--- src/rtl/core/rsi_pkg.sv ---
// shared types, constants and helpers for the row shear interpolator
`timescale 1ns / 1ps
package rsi_pkg;

    localparam int MAX_WIDTH   = 2048;
    localparam int MAX_HEIGHT  = 2048;

    localparam int DIM_W       = 12;   // width and height registers
    localparam int IDX_W       = 11;   // column and row counters
    localparam int COL_W       = 13;   // destination column, wraps
    localparam int CHAN_W      = 8;
    localparam int NUM_CHAN    = 4;
    localparam int PIX_W       = CHAN_W * NUM_CHAN;
    localparam int OUT_DATA_W  = 56;

    localparam int APB_ADDR_W  = 4;
    localparam int APB_DATA_W  = 32;

    localparam int DIV_NUM_W   = 19;
    localparam int DIV_DEN_W   = 11;
    localparam int DIV_CNT_W   = 5;

    localparam int QUEUE_DEPTH = 4;
    localparam int QUEUE_PTR_W = 2;
    localparam int QUEUE_CNT_W = 3;

    localparam logic [1:0] REG_ROW_WIDTH    = 2'd0;
    localparam logic [1:0] REG_ROW_COUNT    = 2'd1;
    localparam logic [1:0] REG_SHEAR_OFFSET = 2'd2;

    typedef enum logic [2:0] {
        SU_LOAD,
        SU_DIV_S,
        SU_PREP,
        SU_DIV_R,
        SU_READY
    } t_su_state;

    typedef struct packed {
        logic                 start;
        logic [DIV_NUM_W-1:0] num;
        logic [DIV_DEN_W-1:0] den;
    } t_div_req;

    typedef struct packed {
        logic                 done;
        logic [DIV_NUM_W-1:0] quo;
        logic [DIV_DEN_W-1:0] rem;
    } t_div_rsp;

    // one classified pixel on its way to the blend stage
    typedef struct packed {
        logic [COL_W-1:0]                 col;
        logic [IDX_W-1:0]                 row;
        logic [NUM_CHAN-1:0][CHAN_W-1:0]  pix;
        logic [CHAN_W-1:0]                wl;
        logic                             first;
        logic                             last;
        logic                             frac;
    } t_item;

    // floor(x/255) for x up to 255*255
    function automatic logic [CHAN_W-1:0] div255(input logic [16:0] x);
        logic [17:0] y;
        y = 18'(x) + 18'(x[16:8]) + 18'd1;
        return y[15:8];
    endfunction

endpackage

--- src/rtl/core/row_shear_interpolator_core.sv ---
// top level of the row shear interpolator
// an accepted pixel is queued, then its weight products are registered, then it loads the output register
// throughput: one pixel per cycle when not stalled; a fractional row adds a trailing pixel
// setup: after reset and after every register write, s_tready stays low while
//   two 19-step divisions work out the per-row increments; a single-row image skips them
// reset: synchronous, active low; clears handshake and control state, registers to 1, 1, 0
`timescale 1ns / 1ps
module row_shear_interpolator_core
    import rsi_pkg::*;
(
    input  logic                  i_clk,
    input  logic                  i_rst_n,
    input  logic                  psel,
    input  logic                  penable,
    input  logic                  pwrite,
    input  logic [APB_ADDR_W-1:0] paddr,
    input  logic [APB_DATA_W-1:0] pwdata,
    output logic [APB_DATA_W-1:0] prdata,
    output logic                  pready,
    input  logic                  i_s_tvalid,
    output logic                  o_s_tready,
    input  logic [PIX_W-1:0]      i_s_tdata,   // red, green, blue, alpha
    output logic                  o_m_tvalid,
    input  logic                  i_m_tready,
    // out_column, out_row, out_red, out_green, out_blue, out_alpha
    output logic [OUT_DATA_W-1:0] o_m_tdata,
    output logic                  o_m_tlast    // row_end
);

    t_div_req div_req;
    t_div_rsp div_rsp;
    logic     push;
    t_item    push_item;
    logic     full;
    logic     pop;
    t_item    pop_item;
    logic     empty;

    rsi_front u_front (
        .i_clk      (i_clk),
        .i_rst_n    (i_rst_n),
        .psel       (psel),
        .penable    (penable),
        .pwrite     (pwrite),
        .paddr      (paddr),
        .pwdata     (pwdata),
        .prdata     (prdata),
        .pready     (pready),
        .i_s_tvalid (i_s_tvalid),
        .o_s_tready (o_s_tready),
        .i_s_tdata  (i_s_tdata),
        .o_div_req  (div_req),
        .i_div_rsp  (div_rsp),
        .o_push     (push),
        .o_item     (push_item),
        .i_full     (full)
    );

    rsi_div u_div (
        .i_clk   (i_clk),
        .i_rst_n (i_rst_n),
        .i_req   (div_req),
        .o_rsp   (div_rsp)
    );

    rsi_queue u_queue (
        .i_clk   (i_clk),
        .i_rst_n (i_rst_n),
        .i_push  (push),
        .i_item  (push_item),
        .o_full  (full),
        .i_pop   (pop),
        .o_item  (pop_item),
        .o_empty (empty)
    );

    rsi_back u_back (
        .i_clk      (i_clk),
        .i_rst_n    (i_rst_n),
        .i_item     (pop_item),
        .i_empty    (empty),
        .o_pop      (pop),
        .o_m_tvalid (o_m_tvalid),
        .i_m_tready (i_m_tready),
        .o_m_tdata  (o_m_tdata),
        .o_m_tlast  (o_m_tlast)
    );

endmodule

--- src/rtl/core/rsi_div.sv ---
// iterative restoring divider, one quotient bit per cycle
`timescale 1ns / 1ps
module rsi_div
    import rsi_pkg::*;
(
    input  logic     i_clk,
    input  logic     i_rst_n,
    input  t_div_req i_req,
    output t_div_rsp o_rsp
);

    logic                 r_busy;
    logic                 r_done;
    logic [DIV_CNT_W-1:0] r_cnt;
    logic [DIV_DEN_W-1:0] r_rem;
    logic [DIV_NUM_W-1:0] r_quo;
    logic [DIV_DEN_W-1:0] r_den;

    logic [DIV_DEN_W:0]   trial;
    logic                 take;

    assign trial = {r_rem, r_quo[DIV_NUM_W-1]};
    assign take  = trial >= {1'b0, r_den};

    always_ff @(posedge i_clk) begin
        if (!i_rst_n) begin
            r_busy <= 1'b0;
            r_done <= 1'b0;
            r_cnt  <= '0;
        end else begin
            // a restart drops the result of the division it cuts short
            r_done <= r_busy && (r_cnt == '0) && !i_req.start;
            if (i_req.start) begin
                r_busy <= 1'b1;
                r_cnt  <= DIV_CNT_W'(DIV_NUM_W - 1);
            end else if (r_busy) begin
                if (r_cnt == '0) begin
                    r_busy <= 1'b0;
                end
                r_cnt <= r_cnt - 1'b1;
            end
        end
    end

    always_ff @(posedge i_clk) begin
        if (i_req.start) begin
            r_rem <= '0;
            r_quo <= i_req.num;
            r_den <= i_req.den;
        end else if (r_busy) begin
            r_rem <= take ? DIV_DEN_W'(trial - {1'b0, r_den}) : trial[DIV_DEN_W-1:0];
            r_quo <= {r_quo[DIV_NUM_W-2:0], take};
        end
    end

    assign o_rsp.done = r_done;
    assign o_rsp.quo  = r_quo;
    assign o_rsp.rem  = r_rem;

endmodule

--- src/rtl/core/rsi_queue.sv ---
// short queue of classified pixels between front and back
`timescale 1ns / 1ps
module rsi_queue
    import rsi_pkg::*;
(
    input  logic  i_clk,
    input  logic  i_rst_n,
    input  logic  i_push,
    input  t_item i_item,
    output logic  o_full,
    input  logic  i_pop,
    output t_item o_item,
    output logic  o_empty
);

    t_item                  r_mem [QUEUE_DEPTH];
    logic [QUEUE_PTR_W-1:0] r_wr_ptr;
    logic [QUEUE_PTR_W-1:0] r_rd_ptr;
    logic [QUEUE_CNT_W-1:0] r_count;

    assign o_full  = r_count == QUEUE_CNT_W'(QUEUE_DEPTH);
    assign o_empty = r_count == '0;
    assign o_item  = r_mem[r_rd_ptr];

    always_ff @(posedge i_clk) begin
        if (!i_rst_n) begin
            r_wr_ptr <= '0;
            r_rd_ptr <= '0;
            r_count  <= '0;
        end else begin
            if (i_push) begin
                r_wr_ptr <= r_wr_ptr + 1'b1;
            end
            if (i_pop) begin
                r_rd_ptr <= r_rd_ptr + 1'b1;
            end
            if (i_push && !i_pop) begin
                r_count <= r_count + 1'b1;
            end else if (i_pop && !i_push) begin
                r_count <= r_count - 1'b1;
            end
        end
    end

    always_ff @(posedge i_clk) begin
        if (i_push) begin
            r_mem[r_wr_ptr] <= i_item;
        end
    end

endmodule

--- src/rtl/core/rsi_front.sv ---
// config registers, per-image setup and per-pixel row/column classification
`timescale 1ns / 1ps
module rsi_front
    import rsi_pkg::*;
(
    input  logic                  i_clk,
    input  logic                  i_rst_n,
    input  logic                  psel,
    input  logic                  penable,
    input  logic                  pwrite,
    input  logic [APB_ADDR_W-1:0] paddr,
    input  logic [APB_DATA_W-1:0] pwdata,
    output logic [APB_DATA_W-1:0] prdata,
    output logic                  pready,
    input  logic                  i_s_tvalid,
    output logic                  o_s_tready,
    input  logic [PIX_W-1:0]      i_s_tdata,   // red, green, blue, alpha
    output t_div_req              o_div_req,
    input  t_div_rsp              i_div_rsp,
    output logic                  o_push,
    output t_item                 o_item,
    input  logic                  i_full
);

    logic [DIM_W-1:0]     r_cfg_width;
    logic [DIM_W-1:0]     r_cfg_count;
    logic [COL_W-1:0]     r_cfg_shear;

    t_su_state            r_state;
    t_su_state            n_state;

    // per-image constants
    logic [DIV_DEN_W-1:0] r_d;
    logic [COL_W-1:0]     r_base;
    logic [COL_W-1:0]     r_qinit;
    logic [COL_W-1:0]     r_qs;
    logic [DIV_DEN_W-1:0] r_rs;
    logic [CHAN_W-1:0]    r_ar;
    logic [DIV_DEN_W-1:0] r_br;

    // per-row tracking of the shift quotient/remainder and the weight terms
    logic [IDX_W-1:0]     r_row;
    logic [IDX_W-1:0]     r_col;
    logic [COL_W-1:0]     r_q;
    logic [DIV_DEN_W-1:0] r_r;
    logic [CHAN_W-1:0]    r_a;
    logic [DIV_DEN_W-1:0] r_b;

    logic                 cfg_wr;
    logic [DIM_W-1:0]     w_eff;
    logic [DIM_W-1:0]     h_eff;
    logic                 multi_row;
    logic                 s_neg;
    logic [COL_W-1:0]     s_mag;
    logic [DIV_DEN_W-1:0] d_now;
    logic                 in_fire;
    logic                 last_col;
    logic                 last_row;
    logic                 wrap;
    logic                 bb;
    logic                 frac;
    logic [DIV_NUM_W-1:0] rs255;

    assign cfg_wr = psel && penable && pwrite && pready;
    assign pready = 1'b1;

    always_comb begin
        case (paddr[3:2])
            REG_ROW_WIDTH:    prdata = APB_DATA_W'(r_cfg_width);
            REG_ROW_COUNT:    prdata = APB_DATA_W'(r_cfg_count);
            REG_SHEAR_OFFSET: prdata = APB_DATA_W'(r_cfg_shear);
            default:          prdata = '0;
        endcase
    end

    always_ff @(posedge i_clk) begin
        if (!i_rst_n) begin
            r_cfg_width <= DIM_W'(1);
            r_cfg_count <= DIM_W'(1);
            r_cfg_shear <= '0;
        end else if (cfg_wr) begin
            case (paddr[3:2])
                REG_ROW_WIDTH:    r_cfg_width <= pwdata[DIM_W-1:0];
                REG_ROW_COUNT:    r_cfg_count <= pwdata[DIM_W-1:0];
                REG_SHEAR_OFFSET: r_cfg_shear <= pwdata[COL_W-1:0];
                default:          ;
            endcase
        end
    end

    always_comb begin
        if (r_cfg_width == '0) begin
            w_eff = DIM_W'(1);
        end else if (r_cfg_width > DIM_W'(MAX_WIDTH)) begin
            w_eff = DIM_W'(MAX_WIDTH);
        end else begin
            w_eff = r_cfg_width;
        end
        if (r_cfg_count == '0) begin
            h_eff = DIM_W'(1);
        end else if (r_cfg_count > DIM_W'(MAX_HEIGHT)) begin
            h_eff = DIM_W'(MAX_HEIGHT);
        end else begin
            h_eff = r_cfg_count;
        end
    end

    assign multi_row = h_eff > DIM_W'(1);
    assign s_neg     = r_cfg_shear[COL_W-1];
    assign s_mag     = s_neg ? COL_W'(-r_cfg_shear) : r_cfg_shear;
    assign d_now     = DIV_DEN_W'(h_eff - DIM_W'(1));
    assign rs255     = DIV_NUM_W'({r_rs, 8'd0}) - DIV_NUM_W'(r_rs);

    // setup state machine
    always_comb begin
        case (r_state)
            SU_LOAD:  n_state = multi_row ? SU_DIV_S : SU_READY;
            SU_DIV_S: n_state = i_div_rsp.done ? SU_PREP : SU_DIV_S;
            SU_PREP:  n_state = SU_DIV_R;
            SU_DIV_R: n_state = i_div_rsp.done ? SU_READY : SU_DIV_R;
            SU_READY: n_state = SU_READY;
            default:  n_state = SU_LOAD;
        endcase
        if (cfg_wr) begin
            n_state = SU_LOAD;
        end
    end

    always_comb begin
        o_div_req = '0;
        case (r_state)
            SU_LOAD: begin
                o_div_req.start = multi_row;
                o_div_req.num   = DIV_NUM_W'(s_mag);
                o_div_req.den   = d_now;
            end
            SU_PREP: begin
                o_div_req.start = 1'b1;
                o_div_req.num   = rs255;
                o_div_req.den   = r_d;
            end
            default: ;
        endcase
        o_s_tready = (r_state == SU_READY) && !i_full;
    end

    always_ff @(posedge i_clk) begin
        if (!i_rst_n) begin
            r_state <= SU_LOAD;
        end else begin
            r_state <= n_state;
        end
    end

    assign in_fire  = i_s_tvalid && o_s_tready;
    assign last_col = r_col == IDX_W'(w_eff - DIM_W'(1));
    assign last_row = r_row == IDX_W'(h_eff - DIM_W'(1));
    assign wrap     = r_r < r_rs;
    assign bb       = r_b < r_br;
    assign frac     = r_r != '0;

    // setup data captures
    always_ff @(posedge i_clk) begin
        if (r_state == SU_LOAD) begin
            r_d     <= d_now;
            r_base  <= (multi_row && s_neg) ? s_mag : '0;
            r_qinit <= (!multi_row && s_neg) ? '0 : r_cfg_shear;
            r_qs    <= '0;
            r_rs    <= '0;
            r_ar    <= '0;
            r_br    <= '0;
        end else if (r_state == SU_DIV_S && i_div_rsp.done) begin
            if (!s_neg) begin
                r_qs <= i_div_rsp.quo[COL_W-1:0];
                r_rs <= i_div_rsp.rem;
            end else if (i_div_rsp.rem == '0) begin
                r_qs <= COL_W'(-i_div_rsp.quo[COL_W-1:0]);
                r_rs <= '0;
            end else begin
                r_qs <= ~i_div_rsp.quo[COL_W-1:0];
                r_rs <= r_d - i_div_rsp.rem;
            end
        end else if (r_state == SU_DIV_R && i_div_rsp.done) begin
            r_ar <= i_div_rsp.quo[CHAN_W-1:0];
            r_br <= i_div_rsp.rem;
        end
    end

    // row and column walk
    always_ff @(posedge i_clk) begin
        if (!i_rst_n) begin
            r_row <= '0;
            r_col <= '0;
        end else if (r_state == SU_LOAD) begin
            r_row <= '0;
            r_col <= '0;
        end else if (in_fire) begin
            if (last_col) begin
                r_col <= '0;
                r_row <= last_row ? '0 : r_row + 1'b1;
            end else begin
                r_col <= r_col + 1'b1;
            end
        end
    end

    // next row: subtract the per-row step, borrow on remainder wrap; the last row reloads the start values
    always_ff @(posedge i_clk) begin
        if (r_state == SU_LOAD) begin
            r_q <= (!multi_row && s_neg) ? '0 : r_cfg_shear;
            r_r <= '0;
            r_a <= '0;
            r_b <= '0;
        end else if (in_fire && last_col) begin
            if (last_row) begin
                r_q <= r_qinit;
                r_r <= '0;
                r_a <= '0;
                r_b <= '0;
            end else begin
                r_q <= r_q - r_qs - COL_W'(wrap);
                r_r <= r_r - r_rs + (wrap ? r_d : '0);
                r_a <= r_a - r_ar - CHAN_W'(bb) + (wrap ? 8'd255 : 8'd0);
                r_b <= r_b - r_br + (bb ? r_d : '0);
            end
        end
    end

    assign o_push       = in_fire;
    assign o_item.col   = r_q + r_base + COL_W'(r_col);
    assign o_item.row   = r_row;
    assign o_item.pix   = i_s_tdata;
    assign o_item.wl    = frac ? CHAN_W'(8'd255 - r_a - CHAN_W'(r_b != '0)) : 8'd255;
    assign o_item.first = r_col == '0;
    assign o_item.last  = last_col;
    assign o_item.frac  = frac;

endmodule

--- src/rtl/core/rsi_back.sv ---
// blend stage: weight products, divide by 255, output register with trailing pixel
`timescale 1ns / 1ps
module rsi_back
    import rsi_pkg::*;
(
    input  logic                  i_clk,
    input  logic                  i_rst_n,
    input  t_item                 i_item,
    input  logic                  i_empty,
    output logic                  o_pop,
    output logic                  o_m_tvalid,
    input  logic                  i_m_tready,
    output logic [OUT_DATA_W-1:0] o_m_tdata,
    output logic                  o_m_tlast
);

    logic [NUM_CHAN-1:0][CHAN_W-1:0] r_prev;

    logic                            r_s1_valid;
    logic [NUM_CHAN-1:0][15:0]       r_s1_prvr;
    logic [NUM_CHAN-1:0][15:0]       r_s1_curl;
    logic [NUM_CHAN-1:0][15:0]       r_s1_curr;
    logic [COL_W-1:0]                r_s1_col;
    logic [IDX_W-1:0]                r_s1_row;
    logic                            r_s1_tail;
    logic                            r_s1_end;

    logic                            r_o_valid;
    logic [OUT_DATA_W-1:0]           r_o_data;
    logic                            r_o_last;
    logic                            r_t_pend;
    logic [OUT_DATA_W-1:0]           r_t_data;

    logic [CHAN_W-1:0]               wr;
    logic [CHAN_W-1:0]               wp;
    logic [NUM_CHAN-1:0][CHAN_W-1:0] main_pix;
    logic [NUM_CHAN-1:0][CHAN_W-1:0] tail_pix;
    logic                            out_free;
    logic                            load;
    logic                            out_fire;

    assign wr       = 8'd255 - i_item.wl;
    assign wp       = i_item.first ? 8'd0 : wr;
    assign out_fire = r_o_valid && i_m_tready;
    assign out_free = !r_o_valid || (i_m_tready && !r_t_pend);
    assign load     = r_s1_valid && out_free;
    assign o_pop    = !i_empty && (!r_s1_valid || load);

    always_comb begin
        for (int c = 0; c < NUM_CHAN; c++) begin
            main_pix[c] = div255(17'(r_s1_prvr[c]) + 17'(r_s1_curl[c]));
            tail_pix[c] = div255(17'(r_s1_curr[c]));
        end
    end

    always_ff @(posedge i_clk) begin
        if (!i_rst_n) begin
            r_s1_valid <= 1'b0;
            r_o_valid  <= 1'b0;
            r_t_pend   <= 1'b0;
            r_prev     <= '0;
        end else begin
            if (o_pop) begin
                r_s1_valid <= 1'b1;
            end else if (load) begin
                r_s1_valid <= 1'b0;
            end
            if (o_pop) begin
                r_prev <= i_item.pix;
            end
            if (load) begin
                r_o_valid <= 1'b1;
                r_t_pend  <= r_s1_tail;
            end else if (out_fire) begin
                // trailing pixel moves up, otherwise the register drains
                r_o_valid <= r_t_pend;
                r_t_pend  <= 1'b0;
            end
        end
    end

    always_ff @(posedge i_clk) begin
        if (o_pop) begin
            for (int c = 0; c < NUM_CHAN; c++) begin
                r_s1_prvr[c] <= 16'(r_prev[c]) * 16'(wp);
                r_s1_curl[c] <= 16'(i_item.pix[c]) * 16'(i_item.wl);
                r_s1_curr[c] <= 16'(i_item.pix[c]) * 16'(wr);
            end
            r_s1_col  <= i_item.col;
            r_s1_row  <= i_item.row;
            r_s1_tail <= i_item.frac && i_item.last;
            r_s1_end  <= !i_item.frac && i_item.last;
        end
        if (load) begin
            r_o_data <= {main_pix, r_s1_row, r_s1_col};
            r_o_last <= r_s1_end;
            r_t_data <= {tail_pix, r_s1_row, COL_W'(r_s1_col + 1'b1)};
        end else if (out_fire && r_t_pend) begin
            r_o_data <= r_t_data;
            r_o_last <= 1'b1;
        end
    end

    assign o_m_tvalid = r_o_valid;
    assign o_m_tdata  = r_o_data;
    assign o_m_tlast  = r_o_last;

endmodule

--- config.mk ---
export PLATFORM = sky130hd
export DESIGN_NAME = row_shear_interpolator_core
export DESIGN_NICKNAME = d
export VERILOG_FILES = /design/src/rtl/core/rsi_pkg.sv /design/src/rtl/core/row_shear_interpolator_core.sv /design/src/rtl/core/rsi_div.sv /design/src/rtl/core/rsi_queue.sv /design/src/rtl/core/rsi_front.sv /design/src/rtl/core/rsi_back.sv
export SDC_FILE = /design/constraint.sdc
export NUM_CORES = 2
export LEC_CHECK = 0
export BUFFER_PORTS_ARGS = -buffer_cell sky130_fd_sc_hd__buf_4
export CAP_MARGIN = 20
export CORE_MARGIN = 2
export CORE_UTILIZATION = 46
export DETAILED_ROUTE_END_ITERATION = 10
export SYNTH_ARGS = -nofsm -noshare
export SYNTH_HDL_FRONTEND = slang
export SYNTH_SLANG_ARGS = --single-unit
--- constraint.sdc ---
create_clock -name i_clk -period 8 [get_ports i_clk]
set_input_delay 1.6 -clock i_clk [delete_from_list [all_inputs] [get_ports i_clk]]
set_output_delay 1.6 -clock i_clk [all_outputs]
set_load 0.03 [all_outputs]
## Word level (Yosys, flattened, before mapping)

Memory sizes are Yosys's and may differ from the RTL's. A register that Yosys moved wholly into a read port is not among the register bits.
Cells that the tools add are included.

- Register bits: 606
- Memory bits (writable): 268
- Input port bits: 75
- Logic and storage cells: 242
- Memories kept: 1

- $add $sub $neg: 49
- Multiply operators: 12
- Magnitude comparators: 6
- Eq/ne operators: 9
- Mux-type cells: 53
- Bitwise operators: 3
- Reductions and logical operators: 56

Memory list:

| memory | words | bits a word | rd ports | clocked after memory_dff | write ports | RTL line | text |
|---|---|---|---|---|---|---|---|
| u_queue.r_mem | 4 | 67 | 1 | 1 | 1 | rsi_queue.sv:16 | `t_item r_mem [QUEUE_DEPTH];` |

Operators with widths:

| cell | number |
|---|---|
| multiplier 8 x 8 -> 16 bit | 12 |
| adder 16 x 1 -> 16 bit, second input constant | 8 |
| two-way mux 11 bit | 11 |
| two-way mux 56 bit | 2 |
| two-way mux 13 bit | 7 |
| adder 16 x 16 -> 17 bit | 4 |
| adder 16 x 8 -> 16 bit | 4 |
| adder 16 x 9 -> 16 bit | 4 |
| case mux 31 bit (2 select lines) | 1 |
| subtractor 11 bit | 4 |
| case mux 13 bit (3 select lines) | 1 |
| two-way mux 19 bit | 2 |
| two-way mux 8 bit | 4 |
| negation 13 bit | 2 |
| > comparator 12 bit, second input constant | 2 |
| zero test 12 bit | 2 |
| two-way mux 12 bit | 2 |
| adder 11 x 1 -> 11 bit, second input constant | 2 |
| adder 11 bit | 2 |
| equality test 11 bit | 2 |
| zero test 11 bit | 2 |
| less-than comparator 11 bit | 2 |
| nonzero test 11 bit | 2 |
| subtractor 11 x 1 -> 11 bit, second input constant | 2 |
| other kinds (37) | 102 |

## Depth between registers and ports, before layout

- Depth in word-level cells: 9
- Depth in mapped cells: 26
- Depth with buffers taken out: 22

## Modules after synthesis

From an unflattened synthesis, not the netlist that was laid out.

- Cells, all modules: 6802
- Area total of the unflattened synthesis: 70510.1 µm²

By module, submodules not included:

| module | instances | cells an instance | area an instance (µm²) | sequential area each (µm²) |
|---|---|---|---|---|
| rsi_back | 1 | 4323 | 42619.6 | 10640.2 |
| rsi_front | 1 | 1856 | 15184.6 | 4204.0 |
| rsi_queue | 1 | 393 | 10147.2 | 8227.9 |
| rsi_div | 1 | 230 | 2558.7 | 1261.2 |

## Least setup slack after synthesis

OpenSTA, ideal clock, no wires.

- Path kind: in2reg
- Start: input port i_m_tready
- End: register (tool-made name)
- Library setup time: 118 ps
- Data arrival time: 7174 ps
- Setup slack: 708 ps
- Stages: 8
- Path buffers: 1
- Cells stage by stage: inv_1 > o21a_1 > a21o_1 > clkbuf_1 > inv_1 > nand2_1 > xnor2_1 > and2_1

RTL lines:

| element | RTL line | text |
|---|---|---|
| start, declared | row_shear_interpolator_core.sv:24 | `input logic i_m_tready,` |

==> impl_metrics.yaml <==
status:
  status: "finished, final reports clean"
detailed_routing:
  wl_met1_um: 72900
  vias: 47400
  maxUsedRoutingLayer: "met4"
  met3_length_um: 7060
  avgViaCountPerCell: 5.35
  drc: 0
  drt_iter0_markers: 2523
  routed_wl_um: 165000
  wl_met2_um: 81200
  drt_pass1_iterations: 5
  avgRoutedWirePerCell_um: 18.7
  drtAntennaViolNets: 0
final_layout:
  regArea_sq_um: 24300
  area_growth_pct: 9.98
  fin_util_pct: 50.9
  fill_cells: 13400
  multi_input_area_sq_um: 39700
  stdcell_area_sq_um: 75000
  drive_above_1_share_pct: 7.93
  fin_nets: 8089
cts:
  cts_hold_buf: 0
  numCtsBuffers: 101
  root_buffer: "clkbuf_16"
  cts.sinks: 876
  clkLatencyLatePin_ns: 0.75
  ctsResizeCount: 0
  h-tree-depth: 3
  clk_path_buf_depth: 3
  postCtsSetupBuffers: 0
  path_clk_slew_ns: 0.06
  cts_tree: "yes"
synthesis:
  async_flop_share_pct: 0
  yosys.area.top_type_share_pct: 29.9
  ys_top_cells_by_area: "edfxtp_1 (30%), fa_1 (14%), ha_1 (13%), dfxtp_1 (5.8%), inv_1 (4.8%)"
  synth_area_sq_um: 68200
  synthCells: 6774
  synth_cell_types: 90
  yosys.area.top_type: "edfxtp_1"
  synth_commonest_cells: "inv_1 (873), nor2_1 (748), ha_1 (690)"
  yosysWarnings: 0
  synth_edf_count: 679
  yosysSeqAreaShare_pct: 35.7
  ys_seq_elements: 876
  synth.avg_cell_area_sq_um: 10.1
  yosys_most_used_dff: "edfxtp_1"
  synth.most_common_cell: "inv_1"
grt:
  grt_pass1_vias: 47400
  grt_first_pass_wirelength_um: 263000
  grt_overflow: 0
  antenna_found_initial: 2
  grt_max_degree: 131
  grt_use_total_pct: 22.0
placed_design:
  gp_congestion: 0.866
  portBuffers: 125
  dp_hpwl_um: 123000
  postPlaceCellArea_sq_um: 71500
worst_setup_path:
  required_ns: 8.45
  crit_fanout: 23
  arrival_ns: 7.10
  worstSetupPathType: "reg -> reg"
  startpoint_type: "register"
  crit_path_end_kind: "register"
sta:
  slew_viol_final: 0
  tightestPinTransition_ns: 1.02
  rsz0062_at_grt: "false"
  slew_headroom_pct: 32.1
  fmax_mhz: 151
  final.setup_skew_ns: 0.0547
  setup_viol: 0
  period_share_pct: 83.0
  post-route-min-period_ns: 6.64
  fin_tns_setup_ns: 0
  hold_violations: 0
floorplan:
  dieArea_sq_um: 151000
  placementRows: 141
  top_level_ports: 167
  core-area_sq_um: 147000
  die_h_um: 389
  die_w_um: 389
  start_util_pct: 46.3
hold_path:
  holdCritPathClass: "reg -> reg"
  min_from: "u_back.r_s1_row[4]"
run:
  drv_cap: 0
[routing by layer]
metal,GRT usage [%],vias up
met5,0,-
met4,5.99,0
met3,2.84,233
met2,38.3,894
met1,28.7,23400
li1,-,22900
[path summary, 6_finish.rpt]
check                               to  slack (ns)  cells after the start
setup reg to reg  u_back.r_s1_curl[31]        1.36                     20
hold reg to reg    u_back.r_t_data[17]        0.46                      0
setup / recovery  u_back.r_s1_curl[31]        1.36                     20
hold / removal     u_back.r_t_data[17]        0.46                      0
[placed cells by master (no fill, tap or decap), types with 29 or more instances in the layout]
cell type and n:
inv_1 871, nor2_1 740, ha_1 690, edfxtp_1 679
nand2_1 532, fa_1 479, xnor2_1 271, and2_1 263
o21ai_0 237, buf_4 217, a21oi_1 197, dfxtp_1 195
xor2_1 134, clkbuf_16 104, nand3_1 101, nor3_1 84
mux2i_1 78, a21o_1 77, nand2b_1 75, nor2b_1 72
o21a_1 61, a21boi_0 53, o21ai_1 44, mux2_2 43
or2_2 36, and3_1 32, or3_1 29
[through the flow]
stage,hold slack [ns],setup WS (ns),instances
4_1_cts,0.454,1.29,8864
2_1_floorplan,0.426,0.708,6792
5_1_grt,0.472,1.07,8864
3_5_place_dp,0.438,1.36,8672
3_3_place_gp,0.438,1.34,8671
6_report,0.456,1.36,8867
[worst max-delay path: stages, from the launching register on]
cell	delay (ns)
dfxtp_4	0.69
mux2_2	0.42
o21ai_2	0.76
buf_4	0.40
nor2_1	0.10
fa_1	0.58
inv_1	0.08
fa_1	0.53
inv_1	0.05
fa_1	0.47
inv_1	0.05
fa_1	0.47
inv_1	0.04
ha_1	0.29
a21boi_0	0.15
o21ai_0	0.19
nand2b_1	0.11
a21o_1	0.20
a41o_1	0.26
o41a_1	0.33
xnor2_1	0.13
[flip-flops by register name (all words and copies together) (netlist names), 12 cells and up, named ones only]
register	cells
u_front.r_base	13
u_front.r_cfg_width	12
u_back.o_m_tdata	56
u_back.r_s1_prvr	64
u_back.r_prev	32
u_back.r_s1_curl	64
u_div.r_quo	19
u_back.r_s1_curr	64
u_front.r_qinit	13
u_front.r_qs	13
u_front.r_q	13
u_queue.r_mem	268
u_front.r_cfg_shear	13
u_back.r_s1_col	13
u_front.r_cfg_count	12
u_back.r_t_data	56
[final cells by class]
cell class	count	area share (%)
clock buffer	126	3.69
sequential	876	32.4
antenna	3	0.0100
tap	1930	3.22
inverter	876	4.39
timing repair buffer	222	2.28
clock inverter	66	1.04
multi-input combinational	4768	52.9
[cells by family (layout without fill, tap and decap cells)]
| group | count (synthesis) | in the layout | share of synthesized area [%] |
|---|---|---|---|
| and+or+nand+nor | 2078 | 2078 | 14.2 |
| adders and majority gates | 1169 | 1169 | 26.7 |
| buffers and inverters | 1148 | 1290 | 6.47 |
| AOI/OAI and AO/OA | 947 | 947 | 8.93 |
| DFF | 876 | 876 | 35.7 |
| xor gates and xnor gates | 406 | 406 | 5.23 |
| muxes | 148 | 148 | 2.75 |
| other | 2 | 23 | 0.0110 |
Power is left out: the tool's default activity adds up to more than one toggle a clock period on the data nets, which glitch-free logic cannot reach.
